**config.mk**
```make
export PLATFORM = sky130hd
export DESIGN_NAME = cursor_linked_list_engine
export DESIGN_NICKNAME = d
export VERILOG_FILES = /design/src/rtl/clle_pkg.sv /design/src/rtl/clle_datapath.sv /design/src/rtl/clle_ctrl.sv /design/src/rtl/cursor_linked_list_engine.sv
export SDC_FILE = /design/constraint.sdc
export NUM_CORES = 2
export LEC_CHECK = 0
export BUFFER_PORTS_ARGS = -buffer_cell sky130_fd_sc_hd__buf_2
export CORE_MARGIN = 2
export CORE_UTILIZATION = 57
export CTS_CLUSTER_DIAMETER = 150
export DETAILED_ROUTE_END_ITERATION = 7
export PLACE_DENSITY_LB_ADDON = 0.08
export SLEW_MARGIN = 20
export SYNTH_ARGS = -nofsm -noshare
export SYNTH_HDL_FRONTEND = slang
export SYNTH_SLANG_ARGS = --single-unit
```
**constraint.sdc**
```tcl
create_clock -name clock -period 8.4 [get_ports clock]
set_input_delay 1.68 -clock clock [delete_from_list [all_inputs] [get_ports clock]]
set_output_delay 1.68 -clock clock [all_outputs]
set_load 0.05 [all_outputs]
```
**src/rtl/clle_pkg.sv**
```systemverilog
// ----------------------------------------------------------------------------
// clle_pkg
// Shared types and codes of the linked list engine: command codes, status
// codes, controller states and the command and status bundles between the
// controller and the datapath.
// ----------------------------------------------------------------------------
`default_nettype none

package clle_pkg;

   localparam int NODE_COUNT_DEF = 16;
   localparam int CNT_W          = 5;

   localparam logic [3:0] OP_CLEAR      = 4'd0;
   localparam logic [3:0] OP_MODIFY     = 4'd1;
   localparam logic [3:0] OP_VIEW       = 4'd2;
   localparam logic [3:0] OP_INS_FIRST  = 4'd3;
   localparam logic [3:0] OP_INS_LAST   = 4'd4;
   localparam logic [3:0] OP_INS_AFTER  = 4'd5;
   localparam logic [3:0] OP_DEL_FIRST  = 4'd6;
   localparam logic [3:0] OP_DEL_LAST   = 4'd7;
   localparam logic [3:0] OP_DEL_KEY    = 4'd8;
   localparam logic [3:0] OP_FREE_COUNT = 4'd9;

   localparam logic [1:0] ST_OK        = 2'd0;
   localparam logic [1:0] ST_EMPTY     = 2'd1;
   localparam logic [1:0] ST_NOT_FOUND = 2'd2;
   localparam logic [1:0] ST_NO_MEM    = 2'd3;

   typedef enum logic [3:0] {
      S_IDLE,
      S_DECODE,
      S_FIND,
      S_VIEW,
      S_ALLOC,
      S_TAIL,
      S_LINK,
      S_UNLINK,
      S_RELEASE,
      S_COUNT,
      S_EMIT
   } state_type;

   typedef enum logic [3:0] {
      A_NOP,
      A_LATCH,
      A_CLEAR,
      A_SEEK_HEAD,
      A_SEEK_FREE,
      A_STEP,
      A_VIEW,
      A_FILL,
      A_FETCH_FREE,
      A_ALLOC_HEAD,
      A_ALLOC_TAIL,
      A_ALLOC_AFTER,
      A_LINK_CUR,
      A_UNLINK,
      A_RELEASE
   } act_type;

   typedef struct packed {
      act_type    act;
      logic       emit;
      logic       res_load;
      logic [1:0] res_status;
      logic       res_data;
      logic       res_count;
   } cmd_type;

   typedef struct packed {
      logic [3:0] op;
      logic       empty;
      logic       cur_node;
      logic       next_node;
      logic       steps_left;
      logic       key_hit;
      logic       free_avail;
      logic       view_last;
      logic       no_count;
      logic       out_free;
   } stat_type;

endpackage

`default_nettype wire

```
**src/rtl/clle_datapath.sv**
```systemverilog
// ----------------------------------------------------------------------------
// clle_datapath
// Node store (keys, payloads, links), list and free heads, walk registers,
// result holding register and the output register of the engine.
// ----------------------------------------------------------------------------
`default_nettype none

module clle_datapath #(
   parameter int NODE_COUNT = clle_pkg::NODE_COUNT_DEF
) (
   input  logic                     clock,
   input  logic                     reset,
   input  clle_pkg::cmd_type        cmd,
   output clle_pkg::stat_type       stat,
   input  logic [3:0]               req_operation,
   input  logic signed [31:0]       req_match_key,
   input  logic signed [31:0]       req_new_key,
   input  logic [31:0]              req_new_payload,
   output logic                     rsp_valid,
   input  logic                     rsp_ready,
   output logic [1:0]               rsp_status,
   output logic signed [31:0]       rsp_key_out,
   output logic [31:0]              rsp_payload_out,
   output logic [clle_pkg::CNT_W-1:0] rsp_count_out,
   output logic                     rsp_last
);
   import clle_pkg::*;

   localparam int IW = $clog2(NODE_COUNT);
   localparam int LW = $clog2(NODE_COUNT + 1);
   localparam logic [LW-1:0] NIL = LW'(NODE_COUNT);

   // node store
   logic [LW-1:0]        link_mem [NODE_COUNT];
   logic signed [31:0]   key_mem  [NODE_COUNT];
   logic [31:0]          pay_mem  [NODE_COUNT];

   logic [3:0]           op_ff, op_in;
   logic signed [31:0]   mkey_ff, mkey_in, nkey_ff, nkey_in;
   logic [31:0]          npay_ff, npay_in;
   logic [LW-1:0]        head_ff, head_in, free_ff, free_in;
   logic [LW-1:0]        cur_ff, cur_in, prev_ff, prev_in;
   logic [LW-1:0]        new_ff, new_in, nxt_ff, nxt_in;
   logic [LW-1:0]        steps_ff, steps_in;
   logic [NODE_COUNT-1:0] valid_ff, valid_in;
   logic [LW-1:0]        rd_addr_ff, rd_addr_in;
   logic                 rd_valid_ff, rd_valid_in;
   logic [LW-1:0]        rd_link_ff;
   logic signed [31:0]   rd_key_ff;
   logic [31:0]          rd_pay_ff;
   logic [1:0]           res_status_ff, res_status_in;
   logic signed [31:0]   res_key_ff, res_key_in;
   logic [31:0]          res_pay_ff, res_pay_in;
   logic [CNT_W-1:0]     res_cnt_ff, res_cnt_in;
   logic                 rsp_valid_ff, rsp_valid_in;
   logic [1:0]           rsp_status_ff, rsp_status_in;
   logic signed [31:0]   rsp_key_ff, rsp_key_in;
   logic [31:0]          rsp_pay_ff, rsp_pay_in;
   logic [CNT_W-1:0]     rsp_cnt_ff, rsp_cnt_in;
   logic                 rsp_last_ff, rsp_last_in;

   logic                 rd_en;
   logic [LW-1:0]        rd_addr;
   logic                 lk_we;
   logic [LW-1:0]        lk_addr, lk_data;
   logic                 kp_we;
   logic [LW-1:0]        kp_addr;
   logic                 valid_clr;
   logic [LW-1:0]        rd_link;
   logic [LW-1:0]        steps_inc;
   logic                 view_last;
   logic                 out_free;

   function automatic logic node_ok(input logic [LW-1:0] x);
      return x < NIL;
   endfunction

   // a link never written reads as its chain value, i + 1
   assign rd_link   = rd_valid_ff ? rd_link_ff : rd_addr_ff + LW'(1);
   assign steps_inc = steps_ff + LW'(1);
   assign view_last = !node_ok(rd_link) || (steps_inc >= NIL);
   assign out_free  = !rsp_valid_ff || rsp_ready;

   always_comb begin
      stat.op         = op_ff;
      stat.empty      = !node_ok(head_ff);
      stat.cur_node   = node_ok(cur_ff);
      stat.next_node  = node_ok(rd_link);
      stat.steps_left = steps_ff < NIL;
      stat.key_hit    = rd_key_ff == mkey_ff;
      stat.free_avail = node_ok(free_ff);
      stat.view_last  = view_last;
      stat.no_count   = steps_ff == '0;
      stat.out_free   = out_free;
   end

   always_comb begin
      op_in     = op_ff;
      mkey_in   = mkey_ff;
      nkey_in   = nkey_ff;
      npay_in   = npay_ff;
      head_in   = head_ff;
      free_in   = free_ff;
      cur_in    = cur_ff;
      prev_in   = prev_ff;
      new_in    = new_ff;
      nxt_in    = nxt_ff;
      steps_in  = steps_ff;
      rd_en     = 1'b0;
      rd_addr   = cur_ff;
      lk_we     = 1'b0;
      lk_addr   = cur_ff;
      lk_data   = NIL;
      kp_we     = 1'b0;
      kp_addr   = cur_ff;
      valid_clr = 1'b0;
      unique case (cmd.act)
         A_NOP: begin
         end
         A_LATCH: begin
            op_in   = req_operation;
            mkey_in = req_match_key;
            nkey_in = req_new_key;
            npay_in = req_new_payload;
         end
         A_CLEAR: begin
            head_in   = NIL;
            free_in   = '0;
            valid_clr = 1'b1;
         end
         A_SEEK_HEAD: begin
            cur_in   = head_ff;
            prev_in  = NIL;
            steps_in = '0;
            rd_en    = 1'b1;
            rd_addr  = head_ff;
         end
         A_SEEK_FREE: begin
            cur_in   = free_ff;
            prev_in  = NIL;
            steps_in = '0;
            rd_en    = 1'b1;
            rd_addr  = free_ff;
         end
         A_STEP, A_VIEW: begin
            prev_in  = cur_ff;
            cur_in   = rd_link;
            steps_in = steps_inc;
            rd_en    = 1'b1;
            rd_addr  = rd_link;
         end
         A_FILL: begin
            kp_we   = 1'b1;
            kp_addr = cur_ff;
         end
         A_FETCH_FREE: begin
            new_in  = free_ff;
            nxt_in  = rd_link;
            rd_en   = 1'b1;
            rd_addr = free_ff;
         end
         A_ALLOC_HEAD: begin
            free_in = rd_link;
            kp_we   = 1'b1;
            kp_addr = new_ff;
            lk_we   = 1'b1;
            lk_addr = new_ff;
            lk_data = node_ok(head_ff) ? head_ff : NIL;
            head_in = new_ff;
         end
         A_ALLOC_TAIL: begin
            free_in  = rd_link;
            kp_we    = 1'b1;
            kp_addr  = new_ff;
            lk_we    = 1'b1;
            lk_addr  = new_ff;
            lk_data  = NIL;
            // start the walk to the tail in the same cycle
            cur_in   = head_ff;
            prev_in  = NIL;
            steps_in = '0;
            rd_en    = 1'b1;
            rd_addr  = head_ff;
         end
         A_ALLOC_AFTER: begin
            free_in = rd_link;
            kp_we   = 1'b1;
            kp_addr = new_ff;
            lk_we   = 1'b1;
            lk_addr = new_ff;
            lk_data = nxt_ff;
         end
         A_LINK_CUR: begin
            lk_we   = 1'b1;
            lk_addr = cur_ff;
            lk_data = new_ff;
         end
         A_UNLINK: begin
            if (node_ok(prev_ff)) begin
               lk_we   = 1'b1;
               lk_addr = prev_ff;
               lk_data = rd_link;
            end else begin
               head_in = rd_link;
            end
         end
         A_RELEASE: begin
            lk_we   = 1'b1;
            lk_addr = cur_ff;
            lk_data = free_ff;
            free_in = cur_ff;
         end
         default: begin
         end
      endcase
   end

   always_comb begin
      valid_in = valid_ff;
      if (valid_clr) begin
         valid_in = '0;
      end else if (lk_we) begin
         valid_in[lk_addr[IW-1:0]] = 1'b1;
      end
      rd_addr_in  = rd_en ? rd_addr : rd_addr_ff;
      rd_valid_in = rd_en ? valid_ff[rd_addr[IW-1:0]] : rd_valid_ff;
   end

   always_comb begin
      res_status_in = res_status_ff;
      res_key_in    = res_key_ff;
      res_pay_in    = res_pay_ff;
      res_cnt_in    = res_cnt_ff;
      if (cmd.res_load) begin
         res_status_in = cmd.res_status;
         res_key_in    = cmd.res_data ? rd_key_ff : '0;
         res_pay_in    = cmd.res_data ? rd_pay_ff : '0;
         res_cnt_in    = cmd.res_count ? CNT_W'(steps_ff) : '0;
      end
   end

   always_comb begin
      rsp_valid_in  = rsp_valid_ff && !rsp_ready;
      rsp_status_in = rsp_status_ff;
      rsp_key_in    = rsp_key_ff;
      rsp_pay_in    = rsp_pay_ff;
      rsp_cnt_in    = rsp_cnt_ff;
      rsp_last_in   = rsp_last_ff;
      if (cmd.emit) begin
         rsp_valid_in  = 1'b1;
         rsp_status_in = res_status_ff;
         rsp_key_in    = res_key_ff;
         rsp_pay_in    = res_pay_ff;
         rsp_cnt_in    = res_cnt_ff;
         rsp_last_in   = 1'b1;
      end else if (cmd.act == A_VIEW) begin
         rsp_valid_in  = 1'b1;
         rsp_status_in = ST_OK;
         rsp_key_in    = rd_key_ff;
         rsp_pay_in    = rd_pay_ff;
         rsp_cnt_in    = CNT_W'(steps_inc);
         rsp_last_in   = view_last;
      end
   end

   always_ff @(posedge clock) begin
      if (lk_we) begin
         link_mem[lk_addr[IW-1:0]] <= lk_data;
      end
      if (kp_we) begin
         key_mem[kp_addr[IW-1:0]] <= nkey_ff;
         pay_mem[kp_addr[IW-1:0]] <= npay_ff;
      end
      if (rd_en) begin
         rd_link_ff <= link_mem[rd_addr[IW-1:0]];
         rd_key_ff  <= key_mem[rd_addr[IW-1:0]];
         rd_pay_ff  <= pay_mem[rd_addr[IW-1:0]];
      end
   end

   always_ff @(posedge clock) begin
      if (reset) begin
         head_ff      <= NIL;
         free_ff      <= '0;
         valid_ff     <= '0;
         rsp_valid_ff <= 1'b0;
      end else begin
         head_ff      <= head_in;
         free_ff      <= free_in;
         valid_ff     <= valid_in;
         rsp_valid_ff <= rsp_valid_in;
      end
   end

   always_ff @(posedge clock) begin
      op_ff         <= op_in;
      mkey_ff       <= mkey_in;
      nkey_ff       <= nkey_in;
      npay_ff       <= npay_in;
      cur_ff        <= cur_in;
      prev_ff       <= prev_in;
      new_ff        <= new_in;
      nxt_ff        <= nxt_in;
      steps_ff      <= steps_in;
      rd_addr_ff    <= rd_addr_in;
      rd_valid_ff   <= rd_valid_in;
      res_status_ff <= res_status_in;
      res_key_ff    <= res_key_in;
      res_pay_ff    <= res_pay_in;
      res_cnt_ff    <= res_cnt_in;
      rsp_status_ff <= rsp_status_in;
      rsp_key_ff    <= rsp_key_in;
      rsp_pay_ff    <= rsp_pay_in;
      rsp_cnt_ff    <= rsp_cnt_in;
      rsp_last_ff   <= rsp_last_in;
   end

   assign rsp_valid       = rsp_valid_ff;
   assign rsp_status      = rsp_status_ff;
   assign rsp_key_out     = rsp_key_ff;
   assign rsp_payload_out = rsp_pay_ff;
   assign rsp_count_out   = rsp_cnt_ff;
   assign rsp_last        = rsp_last_ff;

   a_emit_slot: assert property (@(posedge clock) disable iff (reset)
      (cmd.emit || cmd.act == A_VIEW) |-> (!rsp_valid_ff || rsp_ready))
      else $error("result beat loaded over an untaken beat");

   a_clear: assert property (@(posedge clock) disable iff (reset)
      cmd.act == A_CLEAR |=> (head_ff == NIL && free_ff == '0 && valid_ff == '0))
      else $error("clear did not rebuild the free chain");

   a_link_range: assert property (@(posedge clock) disable iff (reset)
      lk_we |-> lk_addr < NIL)
      else $error("link write outside the node store");

   a_node_range: assert property (@(posedge clock) disable iff (reset)
      kp_we |-> kp_addr < NIL)
      else $error("node write outside the node store");

endmodule

`default_nettype wire

```
**src/rtl/clle_ctrl.sv**
```systemverilog
// ----------------------------------------------------------------------------
// clle_ctrl
// Command sequencer of the linked list engine: decodes the command, runs
// the list and free chain walks, and orders the store updates.
// ----------------------------------------------------------------------------
`default_nettype none

module clle_ctrl (
   input  logic                clock,
   input  logic                reset,
   input  logic                req_valid,
   output logic                req_ready,
   input  clle_pkg::stat_type  stat,
   output clle_pkg::cmd_type   cmd
);
   import clle_pkg::*;

   state_type state_ff, state_in;
   logic      alive;
   logic      more_tail;

   assign alive     = stat.cur_node && stat.steps_left;
   assign more_tail = stat.next_node && stat.steps_left;

   always_comb begin
      state_in = state_ff;
      unique case (state_ff)
         S_IDLE: begin
            if (req_valid) state_in = S_DECODE;
         end
         S_DECODE: begin
            priority case (stat.op)
               OP_CLEAR: state_in = S_EMIT;
               OP_MODIFY, OP_INS_AFTER, OP_DEL_KEY:
                  state_in = stat.empty ? S_EMIT : S_FIND;
               OP_VIEW: state_in = stat.empty ? S_EMIT : S_VIEW;
               OP_INS_FIRST, OP_INS_LAST:
                  state_in = stat.free_avail ? S_ALLOC : S_EMIT;
               OP_DEL_FIRST: state_in = stat.empty ? S_EMIT : S_UNLINK;
               OP_DEL_LAST: state_in = stat.empty ? S_EMIT : S_TAIL;
               OP_FREE_COUNT: state_in = S_COUNT;
               default: state_in = S_IDLE;
            endcase
         end
         S_FIND: begin
            if (!alive) begin
               state_in = S_EMIT;
            end else if (stat.key_hit) begin
               priority case (stat.op)
                  OP_MODIFY: state_in = S_EMIT;
                  OP_INS_AFTER: state_in = stat.free_avail ? S_ALLOC : S_EMIT;
                  default: state_in = S_RELEASE;
               endcase
            end
         end
         S_VIEW: begin
            if (stat.out_free && stat.view_last) state_in = S_IDLE;
         end
         S_ALLOC: begin
            priority case (stat.op)
               OP_INS_FIRST: state_in = S_EMIT;
               OP_INS_LAST: state_in = stat.empty ? S_EMIT : S_TAIL;
               default: state_in = S_LINK;
            endcase
         end
         S_TAIL: begin
            if (!more_tail) state_in = (stat.op == OP_INS_LAST) ? S_EMIT : S_RELEASE;
         end
         S_LINK:    state_in = S_EMIT;
         S_UNLINK:  state_in = S_RELEASE;
         S_RELEASE: state_in = S_EMIT;
         S_COUNT: begin
            if (!alive) state_in = S_EMIT;
         end
         S_EMIT: begin
            if (stat.out_free) state_in = S_IDLE;
         end
         default: state_in = S_IDLE;
      endcase
   end

   always_comb begin
      req_ready      = 1'b0;
      cmd.act        = A_NOP;
      cmd.emit       = 1'b0;
      cmd.res_load   = 1'b0;
      cmd.res_status = ST_OK;
      cmd.res_data   = 1'b0;
      cmd.res_count  = 1'b0;
      unique case (state_ff)
         S_IDLE: begin
            req_ready = 1'b1;
            if (req_valid) cmd.act = A_LATCH;
         end
         S_DECODE: begin
            priority case (stat.op)
               OP_CLEAR: begin
                  cmd.act      = A_CLEAR;
                  cmd.res_load = 1'b1;
               end
               OP_MODIFY, OP_INS_AFTER, OP_DEL_KEY, OP_VIEW, OP_DEL_FIRST,
               OP_DEL_LAST: begin
                  if (stat.empty) begin
                     cmd.res_load   = 1'b1;
                     cmd.res_status = ST_EMPTY;
                  end else begin
                     cmd.act = A_SEEK_HEAD;
                  end
               end
               OP_INS_FIRST, OP_INS_LAST: begin
                  if (stat.free_avail) begin
                     cmd.act = A_FETCH_FREE;
                  end else begin
                     cmd.res_load   = 1'b1;
                     cmd.res_status = ST_NO_MEM;
                  end
               end
               OP_FREE_COUNT: cmd.act = A_SEEK_FREE;
               default: begin
               end
            endcase
         end
         S_FIND: begin
            if (!alive) begin
               cmd.res_load   = 1'b1;
               cmd.res_status = ST_NOT_FOUND;
            end else if (stat.key_hit) begin
               priority case (stat.op)
                  OP_MODIFY: begin
                     cmd.act      = A_FILL;
                     cmd.res_load = 1'b1;
                  end
                  OP_INS_AFTER: begin
                     if (stat.free_avail) begin
                        cmd.act = A_FETCH_FREE;
                     end else begin
                        cmd.res_load   = 1'b1;
                        cmd.res_status = ST_NO_MEM;
                     end
                  end
                  default: begin
                     cmd.act      = A_UNLINK;
                     cmd.res_load = 1'b1;
                     cmd.res_data = 1'b1;
                  end
               endcase
            end else begin
               cmd.act = A_STEP;
            end
         end
         S_VIEW: begin
            if (stat.out_free) cmd.act = A_VIEW;
         end
         S_ALLOC: begin
            priority case (stat.op)
               OP_INS_FIRST: begin
                  cmd.act      = A_ALLOC_HEAD;
                  cmd.res_load = 1'b1;
               end
               OP_INS_LAST: begin
                  cmd.act      = stat.empty ? A_ALLOC_HEAD : A_ALLOC_TAIL;
                  cmd.res_load = 1'b1;
               end
               default: cmd.act = A_ALLOC_AFTER;
            endcase
         end
         S_TAIL: begin
            if (more_tail) begin
               cmd.act = A_STEP;
            end else if (stat.op == OP_INS_LAST) begin
               cmd.act      = A_LINK_CUR;
               cmd.res_load = 1'b1;
            end else begin
               cmd.act      = A_UNLINK;
               cmd.res_load = 1'b1;
               cmd.res_data = 1'b1;
            end
         end
         S_LINK: begin
            cmd.act      = A_LINK_CUR;
            cmd.res_load = 1'b1;
         end
         S_UNLINK: begin
            cmd.act      = A_UNLINK;
            cmd.res_load = 1'b1;
            cmd.res_data = 1'b1;
         end
         S_RELEASE: cmd.act = A_RELEASE;
         S_COUNT: begin
            if (alive) begin
               cmd.act = A_STEP;
            end else begin
               cmd.res_load   = 1'b1;
               cmd.res_status = stat.no_count ? ST_NO_MEM : ST_OK;
               cmd.res_count  = 1'b1;
            end
         end
         S_EMIT: begin
            if (stat.out_free) cmd.emit = 1'b1;
         end
         default: begin
         end
      endcase
   end

   always_ff @(posedge clock) begin
      if (reset) begin
         state_ff <= S_IDLE;
      end else begin
         state_ff <= state_in;
      end
   end

endmodule

`default_nettype wire

```
**src/rtl/cursor_linked_list_engine.sv**
```systemverilog
// ----------------------------------------------------------------------------
// cursor_linked_list_engine
// Singly linked list with a free chain over a fixed node store, one command
// per request beat; a known command gets one or more response beats.
// ----------------------------------------------------------------------------
// One command is in work at a time; a request beat is taken whenever the
// sequencer is idle, even while the previous response beat still waits.
// Each command is captured and decoded, then follows one link at a time
// (searches, the walk to the tail, the free count), up to NODE_COUNT links,
// and ends with its store updates; view sends one beat per node per cycle
// when the response side keeps up. The node store has a single read port
// with a registered output, and the link of each node reads as its free
// chain value until first written, so reset and clear need not write the
// store.
`default_nettype none

module cursor_linked_list_engine #(
   parameter int NODE_COUNT = clle_pkg::NODE_COUNT_DEF
) (
   input  logic                       clock,
   input  logic                       reset,
   input  logic                       req_valid,
   output logic                       req_ready,
   input  logic [3:0]                 req_operation,
   input  logic signed [31:0]         req_match_key,
   input  logic signed [31:0]         req_new_key,
   input  logic [31:0]                req_new_payload,
   output logic                       rsp_valid,
   input  logic                       rsp_ready,
   output logic [1:0]                 rsp_status,
   output logic signed [31:0]         rsp_key_out,
   output logic [31:0]                rsp_payload_out,
   output logic [clle_pkg::CNT_W-1:0] rsp_count_out,
   output logic                       rsp_last
);
   import clle_pkg::*;

   cmd_type  cmd;
   stat_type stat;

   clle_ctrl u_ctrl (
      .clock     (clock),
      .reset     (reset),
      .req_valid (req_valid),
      .req_ready (req_ready),
      .stat      (stat),
      .cmd       (cmd)
   );

   clle_datapath #(
      .NODE_COUNT (NODE_COUNT)
   ) u_datapath (
      .clock           (clock),
      .reset           (reset),
      .cmd             (cmd),
      .stat            (stat),
      .req_operation   (req_operation),
      .req_match_key   (req_match_key),
      .req_new_key     (req_new_key),
      .req_new_payload (req_new_payload),
      .rsp_valid       (rsp_valid),
      .rsp_ready       (rsp_ready),
      .rsp_status      (rsp_status),
      .rsp_key_out     (rsp_key_out),
      .rsp_payload_out (rsp_payload_out),
      .rsp_count_out   (rsp_count_out),
      .rsp_last        (rsp_last)
   );

endmodule

`default_nettype wire

```
==> Flow_metrics.wiki <==
{| class="wikitable"
! Metric !! Value
|-
| Detailed-route DRC error count || 0
|-
| Slew at the pin with the worst max-slew slack || between 1 and 1.5 ns
|-
| Clock buffers created by TritonCTS || 147
|-
| Slew HR || 27.5%
|-
| Number of buffers added to fix hold violations after cts || 0
|-
| Sequential fraction of the synthesis area || 77.4%
|-
| Count of nets left with antenna violations after detail routing || 0
|-
| Max Transition Viols Final || 0
|-
| Core area || 98700 sq um
|-
| Number of primary I/O pins || 178
|-
| Clock tree sinks || 1478
|-
| Net Count, Synth || 3264
|-
| Critical Path AT || 6.53 ns
|-
| Clock-pin slew on the worst setup and hold paths || about 0.060 ns
|-
| Most common cell after layout, fill and taps aside || sky130_fd_sc_hd__edfxtp_1
|-
| Number of detailed-routing iterations run before antenna repair || 5
|-
| Number of max-cap violations || 0
|-
| Port buffer count || 177
|-
| Total global routing overflow || 0
|-
| Drt via density || approximately 6.4
|-
| Largest incremental delay on the critical path || 0.79 ns
|-
| Fill cell count || 6735
|-
| Root cell of the clock tree || sky130_fd_sc_hd__clkbuf_16
|-
| Top cells by area, synth || sky130_fd_sc_hd__edfxtp_1, sky130_fd_sc_hd__mux2i_1, sky130_fd_sc_hd__o22ai_1, sky130_fd_sc_hd__mux2_2, sky130_fd_sc_hd__dfxtp_1
|-
| Setup WS post-layout || 2.35 ns
|-
| Hold WC Path Type || register to register
|-
| Synth cell types || 80
|-
| Proportion of layout cells with a drive suffix above 1 || 16.5%
|-
| Unrepaired setup endpoints after global routing || false
|-
| Detailed-route wire length per cell || between 20 and 30 um
|-
| Critical Path Slowest Stage Cell || sky130_fd_sc_hd__nand3_4
|-
| Crit Reg-Reg Startpoint || u_datapath.rd_key_ff[20]$_DFFE_PP_
|-
| Depth of the worst hold-timing path || 1
|-
| Final wirelength || 143000 um
|-
| Static Leakage || 23.1 nW
|-
| Overall die area || 102000 sq um
|-
| Via total after detailed routing || 30700
|-
| Start point of the worst min-delay path || u_datapath.valid_ff[4]$_SDFFE_PP0P_
|-
| End of the worst register-to-register path || u_datapath.rd_pay_ff[10]$_DFFE_PP_
|-
| Final-report hold violation count || 0
|-
| Height of the chip || 320 um
|-
| Critical path buffers and inverters || 2
|-
| H-Tree Level Count || 4
|-
| Area used by multi-input combinational logic || between 10000 and 15000 sq um
|-
| Time the final worst path needs with I/O delays and setup || approximately 6.1 ns
|-
| Number of instances in the synthesized netlist || 3157
|-
| Highest clock rate || 165 MHz
|-
| Global-route usage over all layers || 27.9%
|-
| Die outline width || 320 um
|-
| Critical Path Fanout Max || 49
|-
| Area of placed instances || 59700 sq um
|-
| P&R area growth vs syn || 13.0%
|-
| Total setup violations reported at the end of the flow || 0
|-
| Total power per unit cell area || 417 nW/um^2
|-
| Post-route fraction of the period consumed by the critical path || between 70% and 80%
|-
| Average cell area after synthesis || between 15 and 20 sq um
|-
| Row Count || 115
|-
| Worst setup slack for register-to-register paths || 2.35 ns
|-
| Vias in the first global route || 30200
|-
| Worst setup EP type || register
|-
| Max Clock Skew || about 0.031 ns
|-
| Worst skew pair latency || between 0.7 and 0.8 ns
|-
| Kind of critical path || register to register
|-
| Critical path startpoint category || register
|-
| Initial Util || about 58%
|-
| Setup TNS || 0 ns
|-
| M1 GR Usage || 38.9%
|-
| Number of setup buffers added after CTS || 0
|-
| Wire length of the first global-routing pass || 205000 um
|-
| Area leader, netlist || sky130_fd_sc_hd__edfxtp_1
|-
| Top Usage Layer GRT || met2
|-
| Worst EP required || ~9 ns
|-
| Status || complete, no violations
|-
| Pre-CTS worst setup slack || 2.16 ns
|-
| Storage element area || ~44000 sq um
|-
| Total standard cell area after synthesis || 56900 sq um
|-
| Synth Warn # || 0
|-
| Hold-critical path endpoint || u_datapath.valid_ff[4]$_SDFFE_PP0P_
|-
| Nets || 3515
|-
| Synth Flop Type || sky130_fd_sc_hd__edfxtp_1
|-
| Clk buf depth || 3
|-
| Flip-flop and latch count after synthesis || ~1500
|-
| Starting DRC count in detailed routing || roughly 3600
|-
| Highest ir drop seen on vdd || 0.313 mV
|-
| Number of cells on the worst reg-to-reg path || 12
|-
| Number of antenna violations at the first check in global routing || 4
|-
| Pin count of the biggest net entering global routing || 65
|-
| Area share of the largest cell type after synthesis || 76.3%
|-
| TritonCTS clock tree || yes
|-
| Placer Congestion || 0.881
|-
| Gate family responsible for the most delay along the worst path || simple AND/OR/NAND/NOR gates
|-
| Grt met3 use || 4.28%
|-
| Number of enable flip-flop cells after synthesis || 1446
|-
| Resized Gates After CTS || 0
|-
| Post-synthesis async set-or-reset flop share || 0%
|-
| Chain of cells forming the critical path || xor2_1, nor4_1, nand4_1, nor3_1, o211a_4, a2111oi_1, a211oi_2, inv_2, nand3_4, buf_12, o22ai_1, or4_1
|-
| Fraction of met2 tracks used by global routing || 45.8%
|-
| Design Area, Final || ~64000 sq um
|-
| HPWL Detailed || 77100 um
|-
| Number of inserted diodes || 0
|-
| Commonest cells after routing, fill and taps aside || sky130_fd_sc_hd__edfxtp_1, sky130_fd_sc_hd__mux2i_1, sky130_fd_sc_hd__o22ai_1, sky130_fd_sc_hd__buf_2, sky130_fd_sc_hd__clkbuf_16
|}
stage by stage:
step | utilization [%] | total power [mW] | hold WS (ns) | cells
5_1_grt | 65.2 | 27.9 | 0.486 | 4813
6_report | 65.2 | 26.8 | 0.467 | 4813
4_1_cts | 65.2 | 26.9 | 0.469 | 4813
2_1_floorplan | - | 17.4 | 0.440 | 3157
3_3_place_gp | 60.4 | 20.4 | 0.446 | 4542
3_5_place_dp | 60.5 | 20.6 | 0.456 | 4546
worst reg2reg max path: stages, from the launching register on:
cell and delay [ns]:
sky130_fd_sc_hd__edfxtp_1 0.44, sky130_fd_sc_hd__xor2_1 0.19, sky130_fd_sc_hd__nor4_1 0.70, sky130_fd_sc_hd__nand4_1 0.46, sky130_fd_sc_hd__nor3_1 0.50, sky130_fd_sc_hd__o211a_4 0.67
sky130_fd_sc_hd__a2111oi_1 0.25, sky130_fd_sc_hd__a211oi_2 0.55, sky130_fd_sc_hd__inv_2 0.21, sky130_fd_sc_hd__nand3_4 0.79, sky130_fd_sc_hd__buf_12 0.38, sky130_fd_sc_hd__o22ai_1 0.18
sky130_fd_sc_hd__or4_1 0.44
worst max path at each step:
stage	startpoint	endpoint	slack, ns	cells past startpoint
after CTS	u_datapath.rd_key_ff[20]$_DFFE_PP_	u_datapath.rd_key_ff[24]$_DFFE_PP_	2.47	11
after detailed placement	rsp_ready	u_datapath.rd_key_ff[24]$_DFFE_PP_	2.16	11
after global placement	rsp_ready	u_datapath.rd_key_ff[8]$_DFFE_PP_	2.09	11
after global routing	u_datapath.rd_key_ff[20]$_DFFE_PP_	u_datapath.rd_pay_ff[10]$_DFFE_PP_	2.24	12
final	u_datapath.rd_key_ff[20]$_DFFE_PP_	u_datapath.rd_pay_ff[10]$_DFFE_PP_	2.35	12
after floorplan	rsp_ready	u_datapath.rd_addr_ff[0]$_DFFE_PP_	3.14	8
layer usage:
layer	part of all wire [%]	wire length, um
met3	7.7	11000
met1	41	58200
met2	49	69700
met4	2.5	3590
met5	0.027	39
cell families (layout without fill, tap and decap cells):
group,count (synthesis),in the layout,synth area share (%)
AO/OA/AOI/OAI,430,430,5.07
XOR/XNOR,37,37,0.569
adder cells (fa/ha/maj),3,3,0.0659
buffers and inverters,200,569,1.88
flip-flops,1478,1478,77.4
multiplexers,628,628,11.2
AND/OR/NAND/NOR,381,381,3.84
cell type report:
cell class	count	share of cell area, %
Clock buffer	191	6.11
Tap cell	1287	2.50
Inverter	30	0.179
Sequential cell	1478	68.5
Multi-Input combinational cell	1479	18.7
Clock inverter	76	1.10
Timing Repair Buffer	272	2.93
synth_stat cells, types with 7 or more instances:
library cell	count
sky130_fd_sc_hd__nand4_1	7
sky130_fd_sc_hd__inv_1	27
sky130_fd_sc_hd__a21oi_1	25
sky130_fd_sc_hd__a221oi_1	8
sky130_fd_sc_hd__o21ai_0	12
sky130_fd_sc_hd__clkbuf_1	46
sky130_fd_sc_hd__nor2_1	90
sky130_fd_sc_hd__a22oi_1	8
sky130_fd_sc_hd__a21o_1	7
sky130_fd_sc_hd__mux2i_1	562
sky130_fd_sc_hd__buf_2	91
sky130_fd_sc_hd__a211oi_1	7
sky130_fd_sc_hd__dfxtp_1	32
sky130_fd_sc_hd__buf_6	25
sky130_fd_sc_hd__nand2_1	36
sky130_fd_sc_hd__mux2_2	66
sky130_fd_sc_hd__nor4_1	10
sky130_fd_sc_hd__xor2_1	34
sky130_fd_sc_hd__and3_1	74
sky130_fd_sc_hd__or4_1	71
sky130_fd_sc_hd__a31oi_1	9
sky130_fd_sc_hd__o21a_1	17
sky130_fd_sc_hd__nor3_1	25
sky130_fd_sc_hd__nor2b_1	8
sky130_fd_sc_hd__nand3_1	18
sky130_fd_sc_hd__o22ai_1	284
sky130_fd_sc_hd__edfxtp_1	1446
where the power goes:
group	internal (mW)	leakage [nW]	switching [mW]	total (mW)
Clock	3.65	2.25	2.68	6.32
Sequential	9.83	13.4	0.771	10.6
Combinational	3.81	7.51	6.08	9.89
Total	17.3	23.1	9.53	26.8
Note: power is estimated with default switching activity, not from simulation.
